**config.mk**
```make
export PLATFORM = sky130hd
export DESIGN_NAME = stack_railcar_reorder_core
export DESIGN_NICKNAME = d
export VERILOG_FILES = /design/src/srr_pkg.sv /design/src/stack_railcar_reorder_core.sv /design/src/srr_ram.sv /design/src/srr_ctrl.sv /design/src/srr_dpath.sv
export SDC_FILE = /design/constraint.sdc
export NUM_CORES = 2
export LEC_CHECK = 0
export ABC_AREA = 1
export BUFFER_PORTS_ARGS = -buffer_cell sky130_fd_sc_hd__clkbuf_2
export CELL_PAD_IN_SITES_DETAIL_PLACEMENT = 0
export CELL_PAD_IN_SITES_GLOBAL_PLACEMENT = 1
export CORE_UTILIZATION = 35
export CTS_CLUSTER_DIAMETER = 100
export CTS_CLUSTER_SIZE = 10
export DETAILED_ROUTE_END_ITERATION = 8
export PLACE_DENSITY = 0.55
export SLEW_MARGIN = 20
export SYNTH_ARGS = -nofsm -noshare
export SYNTH_HDL_FRONTEND = slang
export SYNTH_HIERARCHICAL = 1
export SYNTH_SLANG_ARGS = --single-unit
```
**constraint.sdc**
```tcl
create_clock -name i_clk -period 8.65 [get_ports i_clk]
set_clock_uncertainty 0.2 [all_clocks]
set_input_delay 1.73 -clock i_clk [delete_from_list [all_inputs] [get_ports i_clk]]
set_output_delay 1.73 -clock i_clk [all_outputs]
set_load 0.01 [all_outputs]
```
**src/srr_pkg.sv**
```systemverilog
// ---------------------------------------------------------------------------
// srr_pkg: shared constants, types and helpers for the railcar reorder block
// Holds the stack size, field widths, controller/datapath interface structs
// and the saturating counter helpers.
// ---------------------------------------------------------------------------
`default_nettype none

package srr_pkg;

    localparam int MAX_CARS = 256;
    localparam int SP_W     = $clog2(MAX_CARS + 1);
    localparam int ADDR_W   = (MAX_CARS > 1) ? $clog2(MAX_CARS) : 1;
    localparam int CAR_W    = 9;
    localparam int MOVE_W   = 10;
    localparam int IN_W     = 16;
    localparam int OUT_W    = 64;

    localparam logic [SP_W-1:0] SP_FULL = SP_W'(MAX_CARS);

    // Controller to datapath commands.
    typedef struct packed {
        logic take;      // latch the arriving item and do the push or release
        logic pop;       // pop the matching top, start reading the entry below
        logic load_top;  // capture the read data as the new stack top
        logic emit;      // load the result register, clear on the last car
    } t_cmd;

    // Datapath to controller status.
    typedef struct packed {
        logic top_match;  // stack not empty and its top equals the wanted number
        logic more_below; // at least two cars on the stack
        logic out_free;   // result register can take a new item
    } t_sts;

    function automatic logic [CAR_W-1:0] inc_sat9(input logic [CAR_W-1:0] v);
        inc_sat9 = (v == {CAR_W{1'b1}}) ? v : v + CAR_W'(1);
    endfunction

    function automatic logic [MOVE_W-1:0] inc_sat10(input logic [MOVE_W-1:0] v);
        inc_sat10 = (v == {MOVE_W{1'b1}}) ? v : v + MOVE_W'(1);
    endfunction

    // Clamp a depth value to the 9-bit result field.
    function automatic logic [CAR_W-1:0] clamp9(input logic [SP_W-1:0] v);
        logic [SP_W+CAR_W-1:0] wide;
        wide = (SP_W + CAR_W)'(v);
        clamp9 = (wide > (SP_W + CAR_W)'(511)) ? {CAR_W{1'b1}} : wide[CAR_W-1:0];
    endfunction

endpackage

`default_nettype wire

```
**src/stack_railcar_reorder_core.sv**
```systemverilog
// ---------------------------------------------------------------------------
// stack_railcar_reorder_core: railcar reordering through one holding stack
// Cars arrive one per item; matching cars leave at once, others wait on the
// stack and leave as soon as they become the wanted number.
// ---------------------------------------------------------------------------
//   Channel  Dir  Handshake               Payload
//   s_axis   in   tvalid/tready           tdata: car_number; tlast: last_car
//   m_axis   out  tvalid/tready           tdata: result fields; tlast: train_done
//
// An item is taken in the idle step, then checked; every car popped from the
// holding stack passes a load step that waits on the registered read of the
// stack RAM, except a pop that empties the stack, which needs no read. Each
// car is popped at most once. A new car is accepted only back in the idle step.
// Reset (synchronous, active low) empties the stack and clears the train counters.
// A stalled output holds the block in its final step until the result is taken.
// ---------------------------------------------------------------------------
`default_nettype none

module stack_railcar_reorder_core (
    input  wire logic                      i_clk,
    input  wire logic                      i_rst_n,
    input  wire logic                      s_axis_tvalid,
    output logic                           s_axis_tready,
    // [8:0] car_number, [15:9] zero
    input  wire logic [srr_pkg::IN_W-1:0]  s_axis_tdata,
    input  wire logic                      s_axis_tlast,
    output logic                           m_axis_tvalid,
    input  wire logic                      m_axis_tready,
    // [8:0] cars_released, [17:9] hold_depth, [26:18] next_wanted,
    // [36:27] move_count, [45:37] max_hold_depth, [46] success,
    // [47] overflow, [56:48] car_total, [63:57] zero
    output logic      [srr_pkg::OUT_W-1:0] m_axis_tdata,
    output logic                           m_axis_tlast
);
    import srr_pkg::*;

    t_cmd w_cmd;
    t_sts w_sts;

    srr_ctrl u_ctrl (
        .i_clk      (i_clk),
        .i_rst_n    (i_rst_n),
        .i_in_valid (s_axis_tvalid),
        .o_in_ready (s_axis_tready),
        .i_sts      (w_sts),
        .o_cmd      (w_cmd)
    );

    srr_dpath u_dpath (
        .i_clk      (i_clk),
        .i_rst_n    (i_rst_n),
        .i_cmd      (w_cmd),
        .o_sts      (w_sts),
        .i_car      (s_axis_tdata[CAR_W-1:0]),
        .i_last     (s_axis_tlast),
        .o_m_tvalid (m_axis_tvalid),
        .i_m_tready (m_axis_tready),
        .o_m_tdata  (m_axis_tdata),
        .o_m_tlast  (m_axis_tlast)
    );

    // No car is accepted in the cycle right after an accepted car.
    a_one_item_at_a_time: assert property (@(posedge i_clk) disable iff (!i_rst_n)
        s_axis_tvalid && s_axis_tready |=> !s_axis_tready)
        else $error("input accepted in back-to-back cycles");

    // Success is only reported on the last car of a train.
    a_success_on_last: assert property (@(posedge i_clk) disable iff (!i_rst_n)
        m_axis_tvalid && m_axis_tdata[46] |-> m_axis_tlast)
        else $error("success flagged without train_done");

    // The deepest depth seen never falls below the current depth.
    a_deepest_bound: assert property (@(posedge i_clk) disable iff (!i_rst_n)
        m_axis_tvalid |-> m_axis_tdata[45:37] >= m_axis_tdata[17:9])
        else $error("max_hold_depth below hold_depth");

    // No two datapath commands (take, pop, load_top, emit) are given together.
    a_cmd_exclusive: assert property (@(posedge i_clk) disable iff (!i_rst_n)
        $countones({w_cmd.take, w_cmd.pop, w_cmd.load_top, w_cmd.emit}) <= 1)
        else $error("more than one datapath command at once");

endmodule

`default_nettype wire

```
**src/srr_ram.sv**
```systemverilog
// ---------------------------------------------------------------------------
// srr_ram: generic single-port-write, single-port-read RAM
// One write and one registered read per cycle.
// ---------------------------------------------------------------------------
`default_nettype none

module srr_ram #(
    parameter int WIDTH = 9,
    parameter int DEPTH = 256
) (
    input  wire logic                     i_clk,
    input  wire logic                     i_we,
    input  wire logic [$clog2(DEPTH)-1:0] i_waddr,
    input  wire logic [WIDTH-1:0]         i_wdata,
    input  wire logic                     i_re,
    input  wire logic [$clog2(DEPTH)-1:0] i_raddr,
    output logic      [WIDTH-1:0]         o_rdata
);

    logic [WIDTH-1:0] r_mem [DEPTH];
    logic [WIDTH-1:0] r_rdata;

    always_ff @(posedge i_clk) begin
        if (i_we) begin
            r_mem[i_waddr] <= i_wdata;
        end
        if (i_re) begin
            r_rdata <= r_mem[i_raddr];
        end
    end

    assign o_rdata = r_rdata;

endmodule

`default_nettype wire

```
**src/srr_ctrl.sv**
```systemverilog
// ---------------------------------------------------------------------------
// srr_ctrl: sequencer for the railcar reorder block
// Accepts one car, then runs the pop loop until the stack top no longer
// matches, and hands the result to the output register.
// ---------------------------------------------------------------------------
`default_nettype none

module srr_ctrl (
    input  wire logic          i_clk,
    input  wire logic          i_rst_n,
    input  wire logic          i_in_valid,
    output logic               o_in_ready,
    input  wire srr_pkg::t_sts i_sts,
    output srr_pkg::t_cmd      o_cmd
);
    import srr_pkg::*;

    localparam logic [1:0] ST_IDLE  = 2'd0;
    localparam logic [1:0] ST_CHECK = 2'd1;
    localparam logic [1:0] ST_LOAD  = 2'd2;

    logic [1:0] r_state;
    logic [1:0] n_state;

    always_comb begin
        n_state    = r_state;
        o_cmd      = '0;
        o_in_ready = 1'b0;
        case (r_state)
            ST_IDLE: begin
                o_in_ready = 1'b1;
                if (i_in_valid) begin
                    o_cmd.take = 1'b1;
                    n_state    = ST_CHECK;
                end
            end
            ST_CHECK: begin
                if (i_sts.top_match) begin
                    o_cmd.pop = 1'b1;
                    // With one car left the stack empties and no read is needed.
                    if (i_sts.more_below) begin
                        n_state = ST_LOAD;
                    end
                end else if (i_sts.out_free) begin
                    o_cmd.emit = 1'b1;
                    n_state    = ST_IDLE;
                end
            end
            ST_LOAD: begin
                o_cmd.load_top = 1'b1;
                n_state        = ST_CHECK;
            end
            default: begin
                n_state = ST_IDLE;
            end
        endcase
    end

    always_ff @(posedge i_clk) begin
        if (!i_rst_n) begin
            r_state <= ST_IDLE;
        end else begin
            r_state <= n_state;
        end
    end

endmodule

`default_nettype wire

```
**src/srr_dpath.sv**
```systemverilog
// ---------------------------------------------------------------------------
// srr_dpath: datapath of the railcar reorder block
// Holding stack in RAM with the top cached in a register, the train
// counters, and the output result register.
// ---------------------------------------------------------------------------
`default_nettype none

module srr_dpath (
    input  wire logic                         i_clk,
    input  wire logic                         i_rst_n,
    input  wire srr_pkg::t_cmd                i_cmd,
    output srr_pkg::t_sts                     o_sts,
    input  wire logic [srr_pkg::CAR_W-1:0]    i_car,
    input  wire logic                         i_last,
    output logic                              o_m_tvalid,
    input  wire logic                         i_m_tready,
    output logic      [srr_pkg::OUT_W-1:0]    o_m_tdata,
    output logic                              o_m_tlast
);
    import srr_pkg::*;

    logic [SP_W-1:0]   r_sp;
    logic [CAR_W-1:0]  r_wanted;
    logic [MOVE_W-1:0] r_moves;
    logic [SP_W-1:0]   r_deepest;
    logic [CAR_W-1:0]  r_seen;
    logic              r_ovf;
    logic [CAR_W-1:0]  r_top;
    logic [CAR_W-1:0]  r_released;
    logic              r_last;
    logic              r_out_valid;
    logic [OUT_W-1:0]  r_out_data;
    logic              r_out_last;

    logic              w_match;
    logic              w_push;
    logic [SP_W-1:0]   w_sp_inc;
    logic [SP_W-1:0]   w_sp_dec2;
    logic [CAR_W-1:0]  w_rdata;
    logic              w_success;
    logic [CAR_W:0]    w_seen_p1;

    assign w_match   = (i_car == r_wanted);
    assign w_push    = i_cmd.take && !w_match && (r_sp < SP_FULL);
    assign w_sp_inc  = r_sp + SP_W'(1);
    assign w_sp_dec2 = r_sp - SP_W'(2);

    srr_ram #(
        .WIDTH (CAR_W),
        .DEPTH (MAX_CARS)
    ) u_stack (
        .i_clk   (i_clk),
        .i_we    (w_push),
        .i_waddr (r_sp[ADDR_W-1:0]),
        .i_wdata (i_car),
        .i_re    (i_cmd.pop),
        .i_raddr (w_sp_dec2[ADDR_W-1:0]),
        .o_rdata (w_rdata)
    );

    assign o_sts.top_match  = (r_sp != '0) && (r_top == r_wanted);
    assign o_sts.more_below = (r_sp >= SP_W'(2));
    assign o_sts.out_free   = !r_out_valid || i_m_tready;

    assign w_seen_p1 = {1'b0, r_seen} + (CAR_W + 1)'(1);
    assign w_success = r_last && !r_ovf && ({1'b0, r_wanted} == w_seen_p1);

    // Train state.
    always_ff @(posedge i_clk) begin
        if (!i_rst_n) begin
            r_sp      <= '0;
            r_wanted  <= CAR_W'(1);
            r_moves   <= '0;
            r_deepest <= '0;
            r_seen    <= '0;
            r_ovf     <= 1'b0;
        end else if (i_cmd.take) begin
            r_seen <= inc_sat9(r_seen);
            if (w_match) begin
                r_wanted <= inc_sat9(r_wanted);
            end else if (!w_push) begin
                r_ovf <= 1'b1;
            end else begin
                r_sp    <= w_sp_inc;
                r_moves <= inc_sat10(r_moves);
                if (w_sp_inc > r_deepest) begin
                    r_deepest <= w_sp_inc;
                end
            end
        end else if (i_cmd.pop) begin
            r_sp     <= r_sp - SP_W'(1);
            r_wanted <= inc_sat9(r_wanted);
            r_moves  <= inc_sat10(r_moves);
        end else if (i_cmd.emit && r_last) begin
            r_sp      <= '0;
            r_wanted  <= CAR_W'(1);
            r_moves   <= '0;
            r_deepest <= '0;
            r_seen    <= '0;
            r_ovf     <= 1'b0;
        end
    end

    // Per-item payload.
    always_ff @(posedge i_clk) begin
        if (i_cmd.take) begin
            r_last     <= i_last;
            r_released <= w_match ? CAR_W'(1) : '0;
            if (w_push) begin
                r_top <= i_car;
            end
        end else if (i_cmd.pop) begin
            r_released <= inc_sat9(r_released);
        end else if (i_cmd.load_top) begin
            r_top <= w_rdata;
        end
    end

    // Output register.
    always_ff @(posedge i_clk) begin
        if (!i_rst_n) begin
            r_out_valid <= 1'b0;
        end else if (i_cmd.emit) begin
            r_out_valid <= 1'b1;
        end else if (i_m_tready) begin
            r_out_valid <= 1'b0;
        end
    end

    always_ff @(posedge i_clk) begin
        if (i_cmd.emit) begin
            r_out_last <= r_last;
            r_out_data <= {7'b0, r_seen, r_ovf, w_success, clamp9(r_deepest),
                           r_moves, r_wanted, clamp9(r_sp), r_released};
        end
    end

    assign o_m_tvalid = r_out_valid;
    assign o_m_tdata  = r_out_data;
    assign o_m_tlast  = r_out_last;

endmodule

`default_nettype wire
```
==> flow_summary.ini <==
[critical_path]
crit_top_cell = nand3_1
crit_path_cell_trace = inv_8 > ha_1 > xor2_4 > buf_4 > buf_4 > buf_4 > nand3_1 > nand3_1 > nand3_1 > nand3_1 > nand2_1 > nand2_1 > nand2_1
cp.arrival_ns = 5.94
critPathCaptureType = flop
critPathTopFamily = buffers and inverters
critPathMaxStageDelay_ns = 0.80
crit_fanout = 97
path_buf_inv = 4
startpoint_type = flop
critical-path-slowest-cell = dfxtp_1
cp_data_required_time_ns = 9.08
criticalPathCategory = flop to flop

[yosys]
netlist_top_cells_count = nand2_1, edfxtp_1, nand3_1, nor2_1, buf_2
ys_types = 48
yosys_warnings = 6
syn_avg_cell_area_um2 = 11.64
synth_top_cells_by_area = edfxtp_1, nand3_1, nand2_1
async_reset_ff_share_pct = 0
synth_edf_count = 2390
yosysTopAreaCell = edfxtp_1
yosysMostFrequentCell = nand2_1
syn-cell-area_um2 = 100300
synth_top_area_share_pct = 71.55
synth-main-ff-cell = edfxtp_1
ys_seq_elements = 2440
syn_inst = 8614
synth_seq_area_share_pct = 72.55

[clock_tree]
h-tree-depth = 5
postCtsSetupBuffers = 0
post_cts_resized = 0
clk_pin_slew_worst_paths_ns = 0.06
cts_buffer_depth = 4
ctsRootBufferMaster = clkbuf_16
numCtsBuffers = 282
cts.sinks = 2440
ctsHoldBuffers = 0
worst_skew_pair.late_latency_ns = 0.89
cts_tree = built

[global_routing]
grt_overflow = 0
grt_use_total_pct = 21.16
grt_pass1_vias = 62429
antenna_found_initial = 15
grt_pass1_wl_mm = 445.7
grt_max_degree = 197

[place]
hpwl_mm = 180.0
gp_congestion = 0.8116
pre_cts_slack_ns = 2.734
placed_cell_area_um2 = 103800
port-buffer-count = 73

[final_layout]
syn_to_final_growth_pct = 11.09
final_area_um2 = 111400
fillers = 27292
layout-drive-gt1-share_pct = 6.618
final_nets = 8556

[drt]
drt-initial-drc-count = 6200
dr.pass1.iters = 7
avgViaCountPerCell = 5.265
ant_nets = 0
totalWireLength_mm = 311.5
vias = 64934
wire_per_inst_um = 25.26
drc = 0

[worst_hold_path]
hp-class = flop to flop

[status]
outcome = completed

[timing]
fin_crit_sh_pct = 63.72
relSlewSlack_pct = 19.29
tightest_slew_ns = 1.206
fin_crit_ns = 5.512
rsz0062_at_grt = no
finalSetupViolCount = 0
max_freq_mhz = 181.4
maxSlewViolCount = 0
finalSetupTns_ns = 0
worst_slack_ns = 3.138
hold_viol_final = 0

[pwr]
p_per_area_nw_per_um2 = 234.1
peakVddDrop_uv = 124.7
power_leakage_uw = 0.03811

[die]
core_area_um2 = 285000
io_pins = 88
start_util_pct = 35.20
rows = 196
fp.dieArea_um2 = 288700
fp.dieW_um = 537.3
die_h_um = 537.3

[job]
drv_cap = 0
[flip-flops by register name, summed over array words and instances (netlist names)]
name / cells
u_ctrl/r_state: 2
u_dpath/o_m_tdata: 57
u_dpath/o_m_tlast: 1
u_dpath/o_m_tvalid: 1
u_dpath/r_deepest: 9
u_dpath/r_last: 1
u_dpath/r_moves: 10
u_dpath/r_ovf: 1
u_dpath/r_released: 9
u_dpath/r_seen: 9
u_dpath/r_sp: 9
u_dpath/r_top: 9
u_dpath/r_wanted: 9
u_dpath/u_stack/o_rdata: 9
u_dpath/u_stack/r_mem: 2304
[stage by stage]
step           cells  utilization (%)  power, uW  hold WS [ns]
5_1_grt        12330            39.10      26990        0.2830
3_3_place_gp   11991            36.43      15810        0.2452
4_1_cts        12329            39.10      26400        0.2652
3_5_place_dp   11991            36.43      15820        0.2512
2_1_floorplan   8620                -      14730        0.2095
6_report       12333            39.10      26090        0.2674
[where the power goes]
group,switching [uW],internal (uW),total (uW)
sequential,44.3,13000,13100
clock,4550,5980,10500
combinational,1910,562,2470
total,6500,19600,26100
[placed cells by master (no fill, tap or decap), drive strengths merged, types with 11 or more instances in the layout]
cell type	synthesis	final
nor2	386	386
clkbuf	124	384
dfxtp	50	50
inv	132	143
buf	446	115
ha	22	22
a21oi	43	43
edfxtp	2390	2390
xnor2	11	11
xor2	20	20
nand3	2338	2338
o21ai	34	34
nand2	2567	2567
[worst paths after layout]
kind | from | to | slack [ns] | cells after the start
max | u_dpath/r_sp[1]$_SDFFE_PN0P_ | u_dpath/u_stack/o_rdata[7]$_DFFE_PP_ | 3.14 | 13
min | u_dpath/r_deepest[6]$_SDFFE_PN0P_ | u_dpath/o_m_tdata[43]$_DFFE_PP_ | 0.27 | 0
max reg2reg | u_dpath/r_sp[1]$_SDFFE_PN0P_ | u_dpath/u_stack/o_rdata[7]$_DFFE_PP_ | 3.14 | 13
min reg2reg | u_dpath/r_deepest[6]$_SDFFE_PN0P_ | u_dpath/o_m_tdata[43]$_DFFE_PP_ | 0.27 | 0
[cell type report]
cell class / instances / area [um2] / area share (%)
repair buffers: 179 / 1464 / 1.314
inverters: 136 / 573.1 / 0.5143
clock inverters: 18 / 222.7 / 0.1999
diodes: 4 / 10.01 / 0.008983
flip-flops and latches: 2440 / 72770 / 65.31
multi-input cells: 5474 / 24290 / 21.80
clock buffers: 320 / 7391 / 6.633
well taps: 3762 / 4707 / 4.224
[kinds of logic after synthesis]
| logic type | Yosys count | synth area share, % |
|---|---|---|
| xor gates and xnor gates | 31 | 0.2782 |
| buffers and inverters | 706 | 3.365 |
| other | 1 | 0.003739 |
| adders and majority gates | 22 | 0.2744 |
| AOI/OAI and AO/OA | 96 | 0.5651 |
| and+or+nand+nor | 5318 | 22.97 |
| DFF | 2440 | 72.55 |
[per-layer routing]
metal,up-vias,global-route usage (%),wire length [um]
li1,30092,-,-
met1,32561,30.15,141300
met2,1873,33.97,145400
met3,406,3.000,17610
met4,2,5.263,7117
met5,-,0,13
No activity file was read; power rests on OpenSTA's default activity.
